==> config.mk <==
export PLATFORM = sky130hd
export DESIGN_NAME = rssi_ema_mean_variance_trend_flat
export DESIGN_NICKNAME = d
export VERILOG_FILES = /design/src/rtl/rsema_pkg.sv /design/src/rtl/rsema_if.sv /design/src/rtl/rsema_unit.sv /design/src/rtl/rssi_ema_mean_variance_trend.sv /design/src/flat_wrapper.sv
export VERILOG_INCLUDE_DIRS = /design/src /design/src/rtl
export SDC_FILE = /design/constraint.sdc
export NUM_CORES = 2
export LEC_CHECK = 0
export BUFFER_PORTS_ARGS = -buffer_cell sky130_fd_sc_hd__buf_2
export CAP_MARGIN = 20
export CORE_AREA = 5 5 381 383
export CTS_BUF_LIST = sky130_fd_sc_hd__clkbuf_2 sky130_fd_sc_hd__clkbuf_4 sky130_fd_sc_hd__clkbuf_8
export DETAILED_ROUTE_END_ITERATION = 6
export DIE_AREA = 0 0 386 388
export PLACE_DENSITY = 0.72
export SLEW_MARGIN = 30
export SYNTH_ARGS = -nofsm -noshare
export SYNTH_HDL_FRONTEND = slang
export SYNTH_SLANG_ARGS = --single-unit
==> constraint.sdc <==
create_clock -name i_clk -period 12.1 [get_ports i_clk]
set_input_delay 0.605 -clock i_clk [delete_from_list [all_inputs] [get_ports i_clk]]
set_output_delay 0.605 -clock i_clk [all_outputs]
set_load 0.05 [all_outputs]
==> src/rtl/assert_macros.svh <==
// Assertion macros for the RTL files.
// No dependencies; pulled in by `include where assertions are written.
`ifndef ASSERT_MACROS_SVH
`define ASSERT_MACROS_SVH

// Same-cycle implication, disabled while the active-low reset is asserted.
`define ASSERT_IMPLIES(lbl, clk, rst_n, pre, post, msg) \
    lbl: assert property (@(posedge clk) disable iff (!rst_n) (pre) |-> (post)) \
        else $error(msg);

// Next-cycle implication, disabled while the active-low reset is asserted.
`define ASSERT_NEXT(lbl, clk, rst_n, pre, post, msg) \
    lbl: assert property (@(posedge clk) disable iff (!rst_n) (pre) |=> (post)) \
        else $error(msg);

`endif

==> src/rtl/rsema_pkg.sv <==
// Package for the RSSI EMA mean/variance/trend filter: widths, codes,
// shared arithmetic unit request type. No dependencies.
package rsema_pkg;

    localparam int DB_FRAC_BITS = 4;

    localparam int MODE_W    = 2;
    localparam int SAMPLE_W  = 13;
    localparam int TIME_W    = 32;
    localparam int MEAN_W    = 13;
    localparam int VAR_W     = 26;
    localparam int STD_W     = 17;
    localparam int TREND_W   = 28;
    localparam int CNT_W     = 16;
    localparam int ALPHA_W   = 16;
    localparam int MINS_W    = 8;

    localparam int CFG_IDX_W  = 3;
    localparam int CFG_DATA_W = 32;

    // ms -> s and dB fraction scaling of the trend numerator
    localparam int TREND_SCALE = 1000 * (1 << DB_FRAC_BITS);

    localparam logic [MODE_W-1:0] MODE_SAMPLE = MODE_W'(0);
    localparam logic [MODE_W-1:0] MODE_AGE    = MODE_W'(1);
    localparam logic [MODE_W-1:0] MODE_CLEAR  = MODE_W'(2);

    // shared unit: MUL is a[MUL_A_W-1:0] * b[MUL_B_W-1:0], SUB is a - b with borrow
    localparam int MUL_A_W  = 32;
    localparam int MUL_B_W  = 18;
    localparam int UNIT_A_W = 34;
    localparam int UNIT_Y_W = MUL_A_W + MUL_B_W;

    typedef enum logic {
        UOP_MUL,
        UOP_SUB
    } t_unit_op;

    typedef struct packed {
        t_unit_op              op;
        logic [UNIT_A_W-1:0]   a;
        logic [UNIT_A_W-1:0]   b;
    } t_unit_req;

endpackage

==> src/rtl/rsema_if.sv <==
// Valid/ready channel interfaces for the RSSI filter: input items and results.
// Depends on rsema_pkg.
interface rsema_in_if;
    import rsema_pkg::*;

    logic                        valid;
    logic                        ready;
    logic [MODE_W-1:0]           mode;
    logic signed [SAMPLE_W-1:0]  sample_dbm;
    logic [TIME_W-1:0]           now_ms;

    modport source (output valid, output mode, output sample_dbm, output now_ms,
                    input ready);
    modport sink   (input valid, input mode, input sample_dbm, input now_ms,
                    output ready);
endinterface

interface rsema_out_if;
    import rsema_pkg::*;

    logic                        valid;
    logic                        ready;
    logic signed [MEAN_W-1:0]    mean_dbm;
    logic [VAR_W-1:0]            variance_db2;
    logic [STD_W-1:0]            std_db;
    logic signed [TREND_W-1:0]   trend_db_per_s;
    logic [CNT_W-1:0]            sample_count;
    logic                        usable;
    logic                        seeded;

    modport source (output valid, output mean_dbm, output variance_db2, output std_db,
                    output trend_db_per_s, output sample_count, output usable,
                    output seeded, input ready);
    modport sink   (input valid, input mean_dbm, input variance_db2, input std_db,
                    input trend_db_per_s, input sample_count, input usable,
                    input seeded, output ready);
endinterface

==> src/rtl/rsema_unit.sv <==
// Shared arithmetic unit: one unsigned multiplier and one subtract/compare.
// Depends on rsema_pkg.
module rsema_unit (
    input  rsema_pkg::t_unit_req              i_req,
    output logic [rsema_pkg::UNIT_Y_W-1:0]    o_y
);
    import rsema_pkg::*;

    logic [UNIT_Y_W-1:0]  w_prod;
    logic [UNIT_A_W:0]    w_diff;

    assign w_prod = i_req.a[MUL_A_W-1:0] * i_req.b[MUL_B_W-1:0];
    // MSB of w_diff is the borrow (a < b)
    assign w_diff = {1'b0, i_req.a} - {1'b0, i_req.b};

    always_comb begin
        case (i_req.op)
            UOP_MUL: o_y = w_prod;
            UOP_SUB: o_y = {{(UNIT_Y_W-UNIT_A_W-1){1'b0}}, w_diff};
            default: o_y = '0;
        endcase
    end

endmodule

==> src/rtl/rssi_ema_mean_variance_trend.sv <==
// RSSI filter top level: exponential mean, variance, trend and deviation.
// Depends on rsema_pkg, rsema_if, rsema_unit and assert_macros.svh.
//
// One transaction in gives one transaction out. The block takes one item at a
// time and deasserts ready while it works; a finished result sits in the output
// register, so the next item is taken as soon as the sequencer is back in idle.
// Paths from accept to result: age check or clear goes straight to the output
// register; the first sample of an unseeded filter runs only the square root; a
// later sample also updates mean and variance, and with nonzero elapsed time the
// trend too. The long path is set by the bit-serial trend divider (33 steps, one
// quotient bit per cycle) and the 13-step square root, both running on the single
// shared multiply/subtract unit. Mean and variance use five multiplies on the
// same unit; the 43 x 17 variance product is split into two partial products.
// Configuration is a plain write port, taken at any edge with i_cfg_we high.
`include "assert_macros.svh"

module rssi_ema_mean_variance_trend (
    input  logic                              i_clk,
    input  logic                              i_rst_n,
    input  logic                              i_cfg_we,
    input  logic [rsema_pkg::CFG_IDX_W-1:0]   i_cfg_idx,
    input  logic [rsema_pkg::CFG_DATA_W-1:0]  i_cfg_data,
    rsema_in_if.sink                          i_in,
    rsema_out_if.source                       o_out
);
    import rsema_pkg::*;

    // register indexes
    localparam logic [CFG_IDX_W-1:0] CFG_MEAN_ALPHA  = CFG_IDX_W'(0);
    localparam logic [CFG_IDX_W-1:0] CFG_TREND_ALPHA = CFG_IDX_W'(1);
    localparam logic [CFG_IDX_W-1:0] CFG_BOOT_VAR    = CFG_IDX_W'(2);
    localparam logic [CFG_IDX_W-1:0] CFG_MIN_SAMPLES = CFG_IDX_W'(3);
    localparam logic [CFG_IDX_W-1:0] CFG_MAX_AGE     = CFG_IDX_W'(4);

    localparam logic [ALPHA_W-1:0] MEAN_ALPHA_RST  = ALPHA_W'(13107);
    localparam logic [ALPHA_W-1:0] TREND_ALPHA_RST = ALPHA_W'(19661);
    localparam logic [VAR_W-1:0]   BOOT_VAR_RST    = VAR_W'(9216);
    localparam logic [MINS_W-1:0]  MIN_SAMPLES_RST = MINS_W'(3);
    localparam logic [TIME_W-1:0]  MAX_AGE_RST     = TIME_W'(10000);

    localparam logic signed [MEAN_W-1:0]  MEAN_MAX  = {1'b0, {(MEAN_W-1){1'b1}}};
    localparam logic signed [MEAN_W-1:0]  MEAN_MIN  = {1'b1, {(MEAN_W-1){1'b0}}};
    localparam logic signed [TREND_W-1:0] TREND_MAX = {1'b0, {(TREND_W-1){1'b1}}};
    localparam logic signed [TREND_W-1:0] TREND_MIN = {1'b1, {(TREND_W-1){1'b0}}};
    localparam logic [VAR_W-1:0]          VAR_MAX   = '1;

    localparam int SQRT_W    = VAR_W / 2;        // width of the root
    localparam int DIV_STEPS = TIME_W + 1;       // dividend bits
    localparam logic [VAR_W-2:0] SQRT_BIT0 = (VAR_W-1)'(1) << (VAR_W - 2);

    typedef enum logic [3:0] {
        S_IDLE,
        S_MMUL,     // |delta| * mean_alpha
        S_MEAN,     // new mean, |delta|^2
        S_D2A,      // delta^2 * mean_alpha
        S_INNER,    // (var << 16) + delta^2 * alpha
        S_PLO,      // inner low word * (1 - alpha)
        S_PHI,      // inner high bits * (1 - alpha), round low part
        S_VAR,      // new variance, time and count
        S_TMUL,     // |mean change| * 1000 * 2^F
        S_DINIT,    // rounding bias, divider setup
        S_DIV,      // one quotient bit per cycle
        S_TDIFF,    // raw rate - trend
        S_TMUL2,    // |diff| * trend_alpha
        S_TREND,    // new trend
        S_SQRT,     // one root bit per cycle
        S_FINISH    // hand result to output register
    } t_state;

    t_state                      r_state;

    // configuration
    logic [ALPHA_W-1:0]          r_mean_alpha;
    logic [ALPHA_W-1:0]          r_trend_alpha;
    logic [VAR_W-1:0]            r_boot_var;
    logic [MINS_W-1:0]           r_min_samples;
    logic [TIME_W-1:0]           r_max_age;

    // filter state
    logic                        r_seeded;
    logic [CNT_W-1:0]            r_count;
    logic [TIME_W-1:0]           r_last;
    logic signed [MEAN_W-1:0]    r_mean;
    logic [VAR_W-1:0]            r_var;
    logic signed [TREND_W-1:0]   r_trend;
    logic [SQRT_W-1:0]           r_std;

    // working registers
    logic [TIME_W-1:0]           r_now;
    logic [TIME_W-1:0]           r_elapsed;
    logic signed [MEAN_W:0]      r_delta;
    logic signed [MEAN_W-1:0]    r_old_mean;
    logic [UNIT_Y_W-1:0]         r_acc;
    logic [MUL_B_W-1:0]          r_carry;
    logic [VAR_W+ALPHA_W:0]      r_inner;
    logic [DIV_STEPS-1:0]        r_quo;
    logic [TIME_W-1:0]           r_rem;
    logic [5:0]                  r_cnt;
    logic signed [TREND_W:0]     r_tdiff;
    logic [VAR_W-1:0]            r_sx;
    logic [VAR_W:0]              r_sres;
    logic [VAR_W-2:0]            r_sbit;

    // output register
    logic                        r_out_valid;
    logic signed [MEAN_W-1:0]    r_o_mean;
    logic [VAR_W-1:0]            r_o_var;
    logic [SQRT_W-1:0]           r_o_std;
    logic signed [TREND_W-1:0]   r_o_trend;
    logic [CNT_W-1:0]            r_o_count;
    logic                        r_o_usable;
    logic                        r_o_seeded;

    // shared unit
    t_unit_req                   w_req;
    logic [UNIT_Y_W-1:0]         w_unit_y;
    logic                        w_borrow;

    logic                        w_accept;
    logic signed [MEAN_W:0]      w_delta_in;
    logic [MEAN_W:0]             w_delta_mag;
    logic [MEAN_W:0]             w_qm;
    logic signed [MEAN_W+1:0]    w_mean_sum;
    logic signed [MEAN_W-1:0]    w_mean_new;
    logic [ALPHA_W:0]            w_comp;
    logic [VAR_W+2:0]            w_var_sum;
    logic [VAR_W-1:0]            w_var_new;
    logic signed [MEAN_W:0]      w_dmean;
    logic [MEAN_W:0]             w_dmean_mag;
    logic [DIV_STEPS-1:0]        w_rem_sh;
    logic signed [TREND_W-1:0]   w_raw;
    logic [TREND_W:0]            w_tdiff_mag;
    logic [TREND_W:0]            w_qt;
    logic signed [TREND_W+1:0]   w_trend_sum;
    logic signed [TREND_W-1:0]   w_trend_new;
    logic [VAR_W:0]              w_sqrt_sub;
    logic                        w_usable;

    rsema_unit u_unit (
        .i_req (w_req),
        .o_y   (w_unit_y)
    );

    assign w_borrow = w_unit_y[UNIT_A_W];
    assign w_accept = i_in.valid && i_in.ready;
    assign i_in.ready = (r_state == S_IDLE);

    // mean update
    assign w_delta_in  = (MEAN_W+1)'(i_in.sample_dbm) - (MEAN_W+1)'(r_mean);
    assign w_delta_mag = r_delta[MEAN_W] ? (MEAN_W+1)'(-r_delta) : (MEAN_W+1)'(r_delta);
    assign w_qm        = (MEAN_W+1)'((31'(r_acc[29:0]) + 31'd32768) >> ALPHA_W);
    assign w_mean_sum  = (MEAN_W+2)'(r_mean)
                       + (r_delta[MEAN_W] ? -$signed({1'b0, w_qm}) : $signed({1'b0, w_qm}));
    assign w_mean_new  = (w_mean_sum > (MEAN_W+2)'(MEAN_MAX)) ? MEAN_MAX :
                         (w_mean_sum < (MEAN_W+2)'(MEAN_MIN)) ? MEAN_MIN :
                         MEAN_W'(w_mean_sum);

    // variance update: complement of alpha is 65536 - alpha
    assign w_comp    = (ALPHA_W+1)'(1 << ALPHA_W) - (ALPHA_W+1)'(r_mean_alpha);
    assign w_var_sum = r_acc[VAR_W+2:0] + (VAR_W+3)'(r_carry);
    assign w_var_new = (w_var_sum > (VAR_W+3)'(VAR_MAX)) ? VAR_MAX : w_var_sum[VAR_W-1:0];

    // trend: rate of the mean in 1/256 dB per second; quotient stays below 2^27
    assign w_dmean     = (MEAN_W+1)'(r_mean) - (MEAN_W+1)'(r_old_mean);
    assign w_dmean_mag = w_dmean[MEAN_W] ? (MEAN_W+1)'(-w_dmean) : (MEAN_W+1)'(w_dmean);
    assign w_rem_sh    = {r_rem, r_quo[DIV_STEPS-1]};
    assign w_raw       = w_dmean[MEAN_W] ? -$signed({1'b0, r_quo[TREND_W-2:0]})
                                         :  $signed({1'b0, r_quo[TREND_W-2:0]});
    assign w_tdiff_mag = r_tdiff[TREND_W] ? (TREND_W+1)'(-r_tdiff) : (TREND_W+1)'(r_tdiff);
    assign w_qt        = (TREND_W+1)'((46'(r_acc[44:0]) + 46'd32768) >> ALPHA_W);
    assign w_trend_sum = (TREND_W+2)'(r_trend)
                       + (r_tdiff[TREND_W] ? -$signed({1'b0, w_qt}) : $signed({1'b0, w_qt}));
    assign w_trend_new = (w_trend_sum > (TREND_W+2)'(TREND_MAX)) ? TREND_MAX :
                         (w_trend_sum < (TREND_W+2)'(TREND_MIN)) ? TREND_MIN :
                         TREND_W'(w_trend_sum);

    // square root trial value
    assign w_sqrt_sub = r_sres + (VAR_W+1)'(r_sbit);

    // staleness at the item's own timestamp
    assign w_usable = r_seeded && (r_count >= CNT_W'(r_min_samples))
                   && ((r_now - r_last) <= r_max_age);

    // operand selection for the shared unit
    always_comb begin
        w_req.op = UOP_MUL;
        w_req.a  = '0;
        w_req.b  = '0;
        case (r_state)
            S_MMUL: begin
                w_req.a = UNIT_A_W'(w_delta_mag);
                w_req.b = UNIT_A_W'(r_mean_alpha);
            end
            S_MEAN: begin
                w_req.a = UNIT_A_W'(w_delta_mag);
                w_req.b = UNIT_A_W'(w_delta_mag);
            end
            S_D2A: begin
                w_req.a = UNIT_A_W'(r_acc[VAR_W:0]);
                w_req.b = UNIT_A_W'(r_mean_alpha);
            end
            S_PLO: begin
                w_req.a = UNIT_A_W'(r_inner[MUL_A_W-1:0]);
                w_req.b = UNIT_A_W'(w_comp);
            end
            S_PHI: begin
                w_req.a = UNIT_A_W'(r_inner[VAR_W+ALPHA_W:MUL_A_W]);
                w_req.b = UNIT_A_W'(w_comp);
            end
            S_TMUL: begin
                w_req.a = UNIT_A_W'(w_dmean_mag);
                w_req.b = UNIT_A_W'(TREND_SCALE);
            end
            S_DIV: begin
                w_req.op = UOP_SUB;
                w_req.a  = UNIT_A_W'(w_rem_sh);
                w_req.b  = UNIT_A_W'(r_elapsed);
            end
            S_TMUL2: begin
                w_req.a = UNIT_A_W'(w_tdiff_mag);
                w_req.b = UNIT_A_W'(r_trend_alpha);
            end
            S_SQRT: begin
                w_req.op = UOP_SUB;
                w_req.a  = UNIT_A_W'(r_sx);
                w_req.b  = UNIT_A_W'(w_sqrt_sub);
            end
            default: begin
                w_req.op = UOP_MUL;
            end
        endcase
    end

    // configuration registers
    always_ff @(posedge i_clk) begin
        if (!i_rst_n) begin
            r_mean_alpha  <= MEAN_ALPHA_RST;
            r_trend_alpha <= TREND_ALPHA_RST;
            r_boot_var    <= BOOT_VAR_RST;
            r_min_samples <= MIN_SAMPLES_RST;
            r_max_age     <= MAX_AGE_RST;
        end else if (i_cfg_we) begin
            case (i_cfg_idx)
                CFG_MEAN_ALPHA:  r_mean_alpha  <= i_cfg_data[ALPHA_W-1:0];
                CFG_TREND_ALPHA: r_trend_alpha <= i_cfg_data[ALPHA_W-1:0];
                CFG_BOOT_VAR:    r_boot_var    <= i_cfg_data[VAR_W-1:0];
                CFG_MIN_SAMPLES: r_min_samples <= i_cfg_data[MINS_W-1:0];
                CFG_MAX_AGE:     r_max_age     <= i_cfg_data[TIME_W-1:0];
                default: ;  // unknown index: dropped
            endcase
        end
    end

    // sequencer, filter state and output register
    always_ff @(posedge i_clk) begin
        if (!i_rst_n) begin
            r_state     <= S_IDLE;
            r_seeded    <= 1'b0;
            r_count     <= '0;
            r_last      <= '0;
            r_mean      <= '0;
            r_var       <= '0;
            r_trend     <= '0;
            r_std       <= '0;
            r_out_valid <= 1'b0;
        end else begin
            // drained result; S_FINISH refills in the same cycle on its own
            if (r_out_valid && o_out.ready && (r_state != S_FINISH)) begin
                r_out_valid <= 1'b0;
            end

            case (r_state)
                S_IDLE: begin
                    if (w_accept) begin
                        r_now     <= i_in.now_ms;
                        r_elapsed <= i_in.now_ms - r_last;
                        r_delta   <= w_delta_in;
                        case (i_in.mode)
                            MODE_SAMPLE: begin
                                if (!r_seeded) begin
                                    // first sample seeds everything
                                    r_seeded <= 1'b1;
                                    r_count  <= CNT_W'(1);
                                    r_last   <= i_in.now_ms;
                                    r_mean   <= i_in.sample_dbm;
                                    r_var    <= r_boot_var;
                                    r_trend  <= '0;
                                    r_sx     <= r_boot_var;
                                    r_sres   <= '0;
                                    r_sbit   <= SQRT_BIT0;
                                    r_state  <= S_SQRT;
                                end else begin
                                    r_state  <= S_MMUL;
                                end
                            end
                            MODE_CLEAR: begin
                                r_seeded <= 1'b0;
                                r_count  <= '0;
                                r_last   <= '0;
                                r_mean   <= '0;
                                r_var    <= '0;
                                r_trend  <= '0;
                                r_std    <= '0;
                                r_state  <= S_FINISH;
                            end
                            default: begin
                                // age check, unused code too
                                r_state <= S_FINISH;
                            end
                        endcase
                    end
                end
                S_MMUL: begin
                    r_acc   <= w_unit_y;
                    r_state <= S_MEAN;
                end
                S_MEAN: begin
                    r_old_mean <= r_mean;
                    r_mean     <= w_mean_new;
                    r_acc      <= w_unit_y;
                    r_state    <= S_D2A;
                end
                S_D2A: begin
                    r_acc   <= w_unit_y;
                    r_state <= S_INNER;
                end
                S_INNER: begin
                    r_inner <= (VAR_W+ALPHA_W+1)'({r_var, {ALPHA_W{1'b0}}})
                             + (VAR_W+ALPHA_W+1)'(r_acc[VAR_W+ALPHA_W-1:0]);
                    r_state <= S_PLO;
                end
                S_PLO: begin
                    r_acc   <= w_unit_y;
                    r_state <= S_PHI;
                end
                S_PHI: begin
                    // round-half-up of the low word folds into a small carry
                    r_carry <= MUL_B_W'((49'(r_acc[48:0]) + 49'h0_8000_0000) >> MUL_A_W);
                    r_acc   <= w_unit_y;
                    r_state <= S_VAR;
                end
                S_VAR: begin
                    r_var  <= w_var_new;
                    r_sx   <= w_var_new;
                    r_sres <= '0;
                    r_sbit <= SQRT_BIT0;
                    r_last <= r_now;
                    if (r_count != '1) begin
                        r_count <= r_count + CNT_W'(1);
                    end
                    r_state <= (r_elapsed != '0) ? S_TMUL : S_SQRT;
                end
                S_TMUL: begin
                    r_acc   <= w_unit_y;
                    r_state <= S_DINIT;
                end
                S_DINIT: begin
                    r_quo   <= DIV_STEPS'(r_acc[TREND_W-2:0]) + DIV_STEPS'(r_elapsed >> 1);
                    r_rem   <= '0;
                    r_cnt   <= 6'(DIV_STEPS);
                    r_state <= S_DIV;
                end
                S_DIV: begin
                    if (w_borrow) begin
                        r_rem <= w_rem_sh[TIME_W-1:0];
                    end else begin
                        r_rem <= w_unit_y[TIME_W-1:0];
                    end
                    r_quo <= {r_quo[DIV_STEPS-2:0], ~w_borrow};
                    r_cnt <= r_cnt - 6'd1;
                    if (r_cnt == 6'd1) begin
                        r_state <= S_TDIFF;
                    end
                end
                S_TDIFF: begin
                    r_tdiff <= (TREND_W+1)'(w_raw) - (TREND_W+1)'(r_trend);
                    r_state <= S_TMUL2;
                end
                S_TMUL2: begin
                    r_acc   <= w_unit_y;
                    r_state <= S_TREND;
                end
                S_TREND: begin
                    r_trend <= w_trend_new;
                    r_state <= S_SQRT;
                end
                S_SQRT: begin
                    if (r_sbit == '0) begin
                        r_std   <= r_sres[SQRT_W-1:0];
                        r_state <= S_FINISH;
                    end else begin
                        if (!w_borrow) begin
                            r_sx   <= w_unit_y[VAR_W-1:0];
                            r_sres <= (r_sres >> 1) + (VAR_W+1)'(r_sbit);
                        end else begin
                            r_sres <= r_sres >> 1;
                        end
                        r_sbit <= r_sbit >> 2;
                    end
                end
                S_FINISH: begin
                    // wait for the output register to free up
                    if (!r_out_valid || o_out.ready) begin
                        r_out_valid <= 1'b1;
                        r_o_mean    <= r_mean;
                        r_o_var     <= r_var;
                        r_o_std     <= r_std;
                        r_o_trend   <= r_trend;
                        r_o_count   <= r_count;
                        r_o_usable  <= w_usable;
                        r_o_seeded  <= r_seeded;
                        r_state     <= S_IDLE;
                    end
                end
                default: begin
                    r_state <= S_IDLE;
                end
            endcase
        end
    end

    assign o_out.valid          = r_out_valid;
    assign o_out.mean_dbm       = r_o_mean;
    assign o_out.variance_db2   = r_o_var;
    assign o_out.std_db         = STD_W'(r_o_std);
    assign o_out.trend_db_per_s = r_o_trend;
    assign o_out.sample_count   = r_o_count;
    assign o_out.usable         = r_o_usable;
    assign o_out.seeded         = r_o_seeded;

    // unseeded filter holds all-zero state
    `ASSERT_IMPLIES(a_unseeded_zero, i_clk, i_rst_n, !r_seeded, (r_count == '0) && (r_mean == '0) && (r_trend == '0) && (r_last == '0), "unseeded filter state not cleared")

    // a seeded filter has counted at least one sample
    `ASSERT_IMPLIES(a_seeded_count, i_clk, i_rst_n, r_seeded, r_count != '0, "seeded filter with zero count")

    // between items, the stored deviation is the floor root of the variance
    `ASSERT_IMPLIES(a_std_root, i_clk, i_rst_n, r_state == S_IDLE, ((40'(r_std) * 40'(r_std)) <= 40'(r_var)) && (((40'(r_std) + 40'd1) * (40'(r_std) + 40'd1)) > 40'(r_var)), "std does not match variance")

    // a clear transaction drops the seed and the deviation
    `ASSERT_NEXT(a_clear, i_clk, i_rst_n, w_accept && (i_in.mode == MODE_CLEAR), !r_seeded && (r_std == '0) && (r_var == '0), "clear did not reset filter")

endmodule
==> src/flat_wrapper.sv <==
// flat-port wrapper written by rule: the top's interface ports become plain ports
module rssi_ema_mean_variance_trend_flat import rsema_pkg::*;
  (i_clk, i_rst_n, i_cfg_we, i_cfg_idx, i_cfg_data, i_in_valid, i_in_mode, i_in_sample_dbm, i_in_now_ms, i_in_ready, o_out_valid, o_out_mean_dbm, o_out_variance_db2, o_out_std_db, o_out_trend_db_per_s, o_out_sample_count, o_out_usable, o_out_seeded, o_out_ready);
  rsema_in_if i_in_i ();
  rsema_out_if o_out_i ();
  input  logic i_clk;
  input  logic i_rst_n;
  input  logic i_cfg_we;
  input  logic [rsema_pkg::CFG_IDX_W-1:0] i_cfg_idx;
  input  logic [rsema_pkg::CFG_DATA_W-1:0] i_cfg_data;
  input wire logic [$bits(i_in_i.valid)-1:0] i_in_valid;
  input wire logic [$bits(i_in_i.mode)-1:0] i_in_mode;
  input wire logic [$bits(i_in_i.sample_dbm)-1:0] i_in_sample_dbm;
  input wire logic [$bits(i_in_i.now_ms)-1:0] i_in_now_ms;
  output wire logic [$bits(i_in_i.ready)-1:0] i_in_ready;
  output wire logic [$bits(o_out_i.valid)-1:0] o_out_valid;
  output wire logic [$bits(o_out_i.mean_dbm)-1:0] o_out_mean_dbm;
  output wire logic [$bits(o_out_i.variance_db2)-1:0] o_out_variance_db2;
  output wire logic [$bits(o_out_i.std_db)-1:0] o_out_std_db;
  output wire logic [$bits(o_out_i.trend_db_per_s)-1:0] o_out_trend_db_per_s;
  output wire logic [$bits(o_out_i.sample_count)-1:0] o_out_sample_count;
  output wire logic [$bits(o_out_i.usable)-1:0] o_out_usable;
  output wire logic [$bits(o_out_i.seeded)-1:0] o_out_seeded;
  input wire logic [$bits(o_out_i.ready)-1:0] o_out_ready;
  assign i_in_i.valid = i_in_valid;
  assign i_in_i.mode = i_in_mode;
  assign i_in_i.sample_dbm = i_in_sample_dbm;
  assign i_in_i.now_ms = i_in_now_ms;
  assign i_in_ready = i_in_i.ready;
  assign o_out_valid = o_out_i.valid;
  assign o_out_mean_dbm = o_out_i.mean_dbm;
  assign o_out_variance_db2 = o_out_i.variance_db2;
  assign o_out_std_db = o_out_i.std_db;
  assign o_out_trend_db_per_s = o_out_i.trend_db_per_s;
  assign o_out_sample_count = o_out_i.sample_count;
  assign o_out_usable = o_out_i.usable;
  assign o_out_seeded = o_out_i.seeded;
  assign o_out_i.ready = o_out_ready;
  rssi_ema_mean_variance_trend u_core (.i_clk(i_clk), .i_rst_n(i_rst_n), .i_cfg_we(i_cfg_we), .i_cfg_idx(i_cfg_idx), .i_cfg_data(i_cfg_data), .i_in(i_in_i), .o_out(o_out_i));
endmodule
==> metrics.md <==
| Metric | Value |
|---|---|
| Outcome | finished, violations left |
| Violated checks | design-rule violations |
| Largest net degree at the start of global routing | between 90 and 100 |
| Critical path's slowest cell | fa_1 |
| Vias post-DR | 55.4k |
| Hold-critical path endpoint | u_core.r_max_age[19] |
| Internal reg-to-reg setup slack | between 1 and 1.5 ns |
| Layout cells sized above 1 | around 8.6% |
| First-pass GRT wire length | ~340 mm |
| Syn. warnings | 0 |
| Overall Global Routing Usage | a little under a third |
| Post-synthesis mux area share | 0.402% |
| Compound-Gate Fraction of Synth Area | about 16% |
| # DRC | 19 |
| Grt met2 use | 45.0% |
| Die Y | just under 400 um |
| Core Box Area | about 140000 sq um |
| Post-CTS setup repair buffer count | 0 |
| GR Layer Usage met1 | about 39% |
| Crit-path max cell delay | between 0.5 and 0.6 ns |
| Worst-Margin Slew | between 1 and 1.5 ns |
| Crit path required time | 12.70 ns |
| Cells on worst reg2reg path | 37 |
| DR WL/cell | roughly 25 um |
| Seq/Total Area, Yosys | between 20% and 30% |
| I/O Buffers | 186 |
| Async set-reset flop share out of synthesis | 0% |
| Worst slew margin | a little over a quarter |
| Hold crit path type | in2reg |
| Synth Area in Simple Gates | 16.3% |
| Pins Over Slew Limit | 0 |
| DRT iter0 DRCs | 6865 |
| RD Place Congestion | approximately 1.0 |
| Avg Synthesized Cell Area | around 9 sq um |
| First-pass DRT Iterations | 7 |
| Die W | 386 um |
| Total CTS buffers | about 110 |
| Delay-heaviest family, CP | adder cells |
| Post-Syn Area | 63200 sq um |
| Final Hold Fails | 0 |
| Synth Area in XOR/XNOR | approximately 6.5% |
| Die Area | between 100000 and 150000 sq um |
| Most frequent CP cell | fa_1 |
| CTS root buf | clkbuf_8 |
| Vias in the first global route | 53.5k |
| Crit Path Category | reg2reg |
| Largest fanout on the critical path | 33 |
| Max Freq | ~0.091 GHz |
| Met3 GRT Util | under 10% |
| Antenna violations before repair | 13 |
| Post-CTS Resized | 0 |
| NumNets Final | between 8k and 9k |
| Worst r2r src | u_core.r_mean[0] |
| RSZ-0062 raised after global routing | no |
| Final min period | approximately 11 ns |
| Ports | roughly 190 |
| WP data arrival | approximately 12 ns |
| Worst r2r dst | u_core.r_rem[31] |
| Max cap viols | 0 |
| Critical path launch point type | register |
| CP Buf/Inv Count | 8 |
| Area grow syn2layout | 9.97% |
| Sink Count | about 700 |
| Worst-Skew Late Latency | approximately 0.85 ns |
| Hold path start | i_cfg_data[19] |
| Library cells used by synthesis | 96 |
| DRT Wirelength | roughly 230 mm |
| Main synth FF type | edfxtp_1 |
| Hpwl dp | approximately 180 mm |
| H-tree Lvls | 3 |
| Yosys reg bits | 696 |
| Initial Util | between 40 and 50% |
| Top Usage Layer GRT | met2 |
| Finish-stage setup viols | 0 |
| Row count | 138 |
| Hold Crit Depth | 3 |
| Post-CTS Hold Fix Bufs | 37 |
| CTS tree | yes |
| Clock slew at reported path FFs | roughly 0.07 ns |
| Final ANT Viol Nets | 0 |
| Synth Instances | ~7.0k |
| Worst setup EP type | register |
| Setup Skew | between 0.05 and 0.06 ns |
| Number of enable flip-flop cells after synthesis | approximately 460 |
| Worst path depth | 37 |
| Vias per Instance | between 6 and 7 |
| Total grt overflow | 0 |
| Period Utilization, post-route | about nine tenths |
| Setup TNS | 0 ns |
| Fillers | approximately 13k |
| Largest family of logic cells by synthesized area | adder cells |
| Max Buffers Root-to-Sink | 3 |
| Post-synthesis adder-cell area fraction | between 20% and 30% |
worst reg2reg max path: cells and delay by family (launching register included):
| kind | cells | cell delay (ns) |
|---|---|---|
| AND/OR/NAND/NOR | 8 | 1.89 |
| XOR/XNOR | 1 | 0.17 |
| adder cells (fa/ha/maj) | 10 | 4.39 |
| AO/OA/AOI/OAI | 10 | 2.63 |
| flip-flops | 1 | 0.44 |
| buffers and inverters | 8 | 1.26 |
final cells by class:
type	count	area, sq um	share of cell area (%)
inverters	844	3170	4.56
repair buffers	333	2200	3.16
well taps	1890	2360	3.40
multi-input cells	5212	40700	58.5
flip-flops and latches	696	18600	26.7
diodes	9	22.5	0.0324
clock inverters	43	467	0.671
clock buffers	164	2050	2.95
flip-flops by register name (all words and copies together) (netlist names), 29 cells and up:
signal            cells
u_core.r_tdiff       29
u_core.r_max_age     32
u_core.r_inner       43
u_core.r_acc         49
u_core.r_last        32
u_core.r_quo         33
u_core.r_rem         32
u_core.r_elapsed     32
u_core.r_now         32
per-stage QoR:
stage | area [sq um] | utilization (%) | hold slack, ns | std cells | setup WS [ns]
floorplan | 63200 | - | 0.408 | 7037 | 2.34
global placement | 66500 | 47.1 | 0.420 | 8936 | 1.49
detailed placement | 66600 | 47.2 | 0.414 | 8937 | 1.32
CTS | 69500 | 49.3 | 0.000654 | 9181 | 1.32
global route | 69500 | 49.3 | 0.00263 | 9184 | 0.645
finish | 69500 | 49.3 | 0.0436 | 9191 | 1.10
worst max path at each step:
| stage | endpoint | slack [ns] | startpoint |
|---|---|---|---|
| floorplan | u_core.r_sres[17] | 2.34 | u_core.r_mean[0] |
| global placement | u_core.r_rem[31] | 1.49 | u_core.r_mean[0] |
| detailed placement | u_core.r_rem[31] | 1.32 | u_core.r_mean[1] |
| CTS | u_core.r_rem[31] | 1.32 | u_core.r_mean[0] |
| global route | u_core.r_rem[12] | 0.64 | u_core.r_mean[0] |
| finish | u_core.r_rem[31] | 1.10 | u_core.r_mean[0] |
placed cells by master (no fill, tap or decap), drive strengths merged, types with 65 or more instances in the layout:
cell type and instances:
a31oi 65, buf 296, nand2b 72, nand3 157, ha 478, a21oi 421
nor2 538, xor2 196, dfxtp 232, o21ai 254, edfxtp 464, o21a 82
nand2 939, fa 490, nor2b 74, a22oi 75, nor3 112, and2 116
clkbuf 164, a21o 119, xnor2 271, inv 845
metal layers:
layer,up-vias,share of wire [%]
met5,-,0.020
met4,8,6.5
met3,669,12
met2,3259,43
met1,27100,38
li1,24400,-
cell usage after synthesis, types with 72 or more instances:
cell	count	share of area (%)
xor2_1	196	2.7
dfxtp_1	232	7.3
nand2_1	939	5.6
inv_1	834	5.0
ha_1	478	9.5
nand3_1	156	1.2
a22oi_1	75	0.89
a21o_1	119	1.4
edfxtp_1	464	22
nor2_1	537	3.2
xnor2_1	270	3.7
clkbuf_1	240	1.4
a21oi_1	420	3.3
o21a_1	82	0.97
fa_1	490	16
nand2b_1	72	0.71
nor3_1	112	0.89
nor2b_1	74	0.73
o21ai_0	249	2.0
and2_1	116	1.1
cell families after synthesis:
group | count (synthesis)
other | 1
xor gates and xnor gates | 467
and+or+nand+nor | 2259
muxes | 25
DFF | 696
AOI/OAI and AO/OA | 1489
buffers and inverters | 1129
adders and majority gates | 968
Power is left out: the tool's default activity adds up to more than one toggle a clock period on the data nets, which glitch-free logic cannot reach.
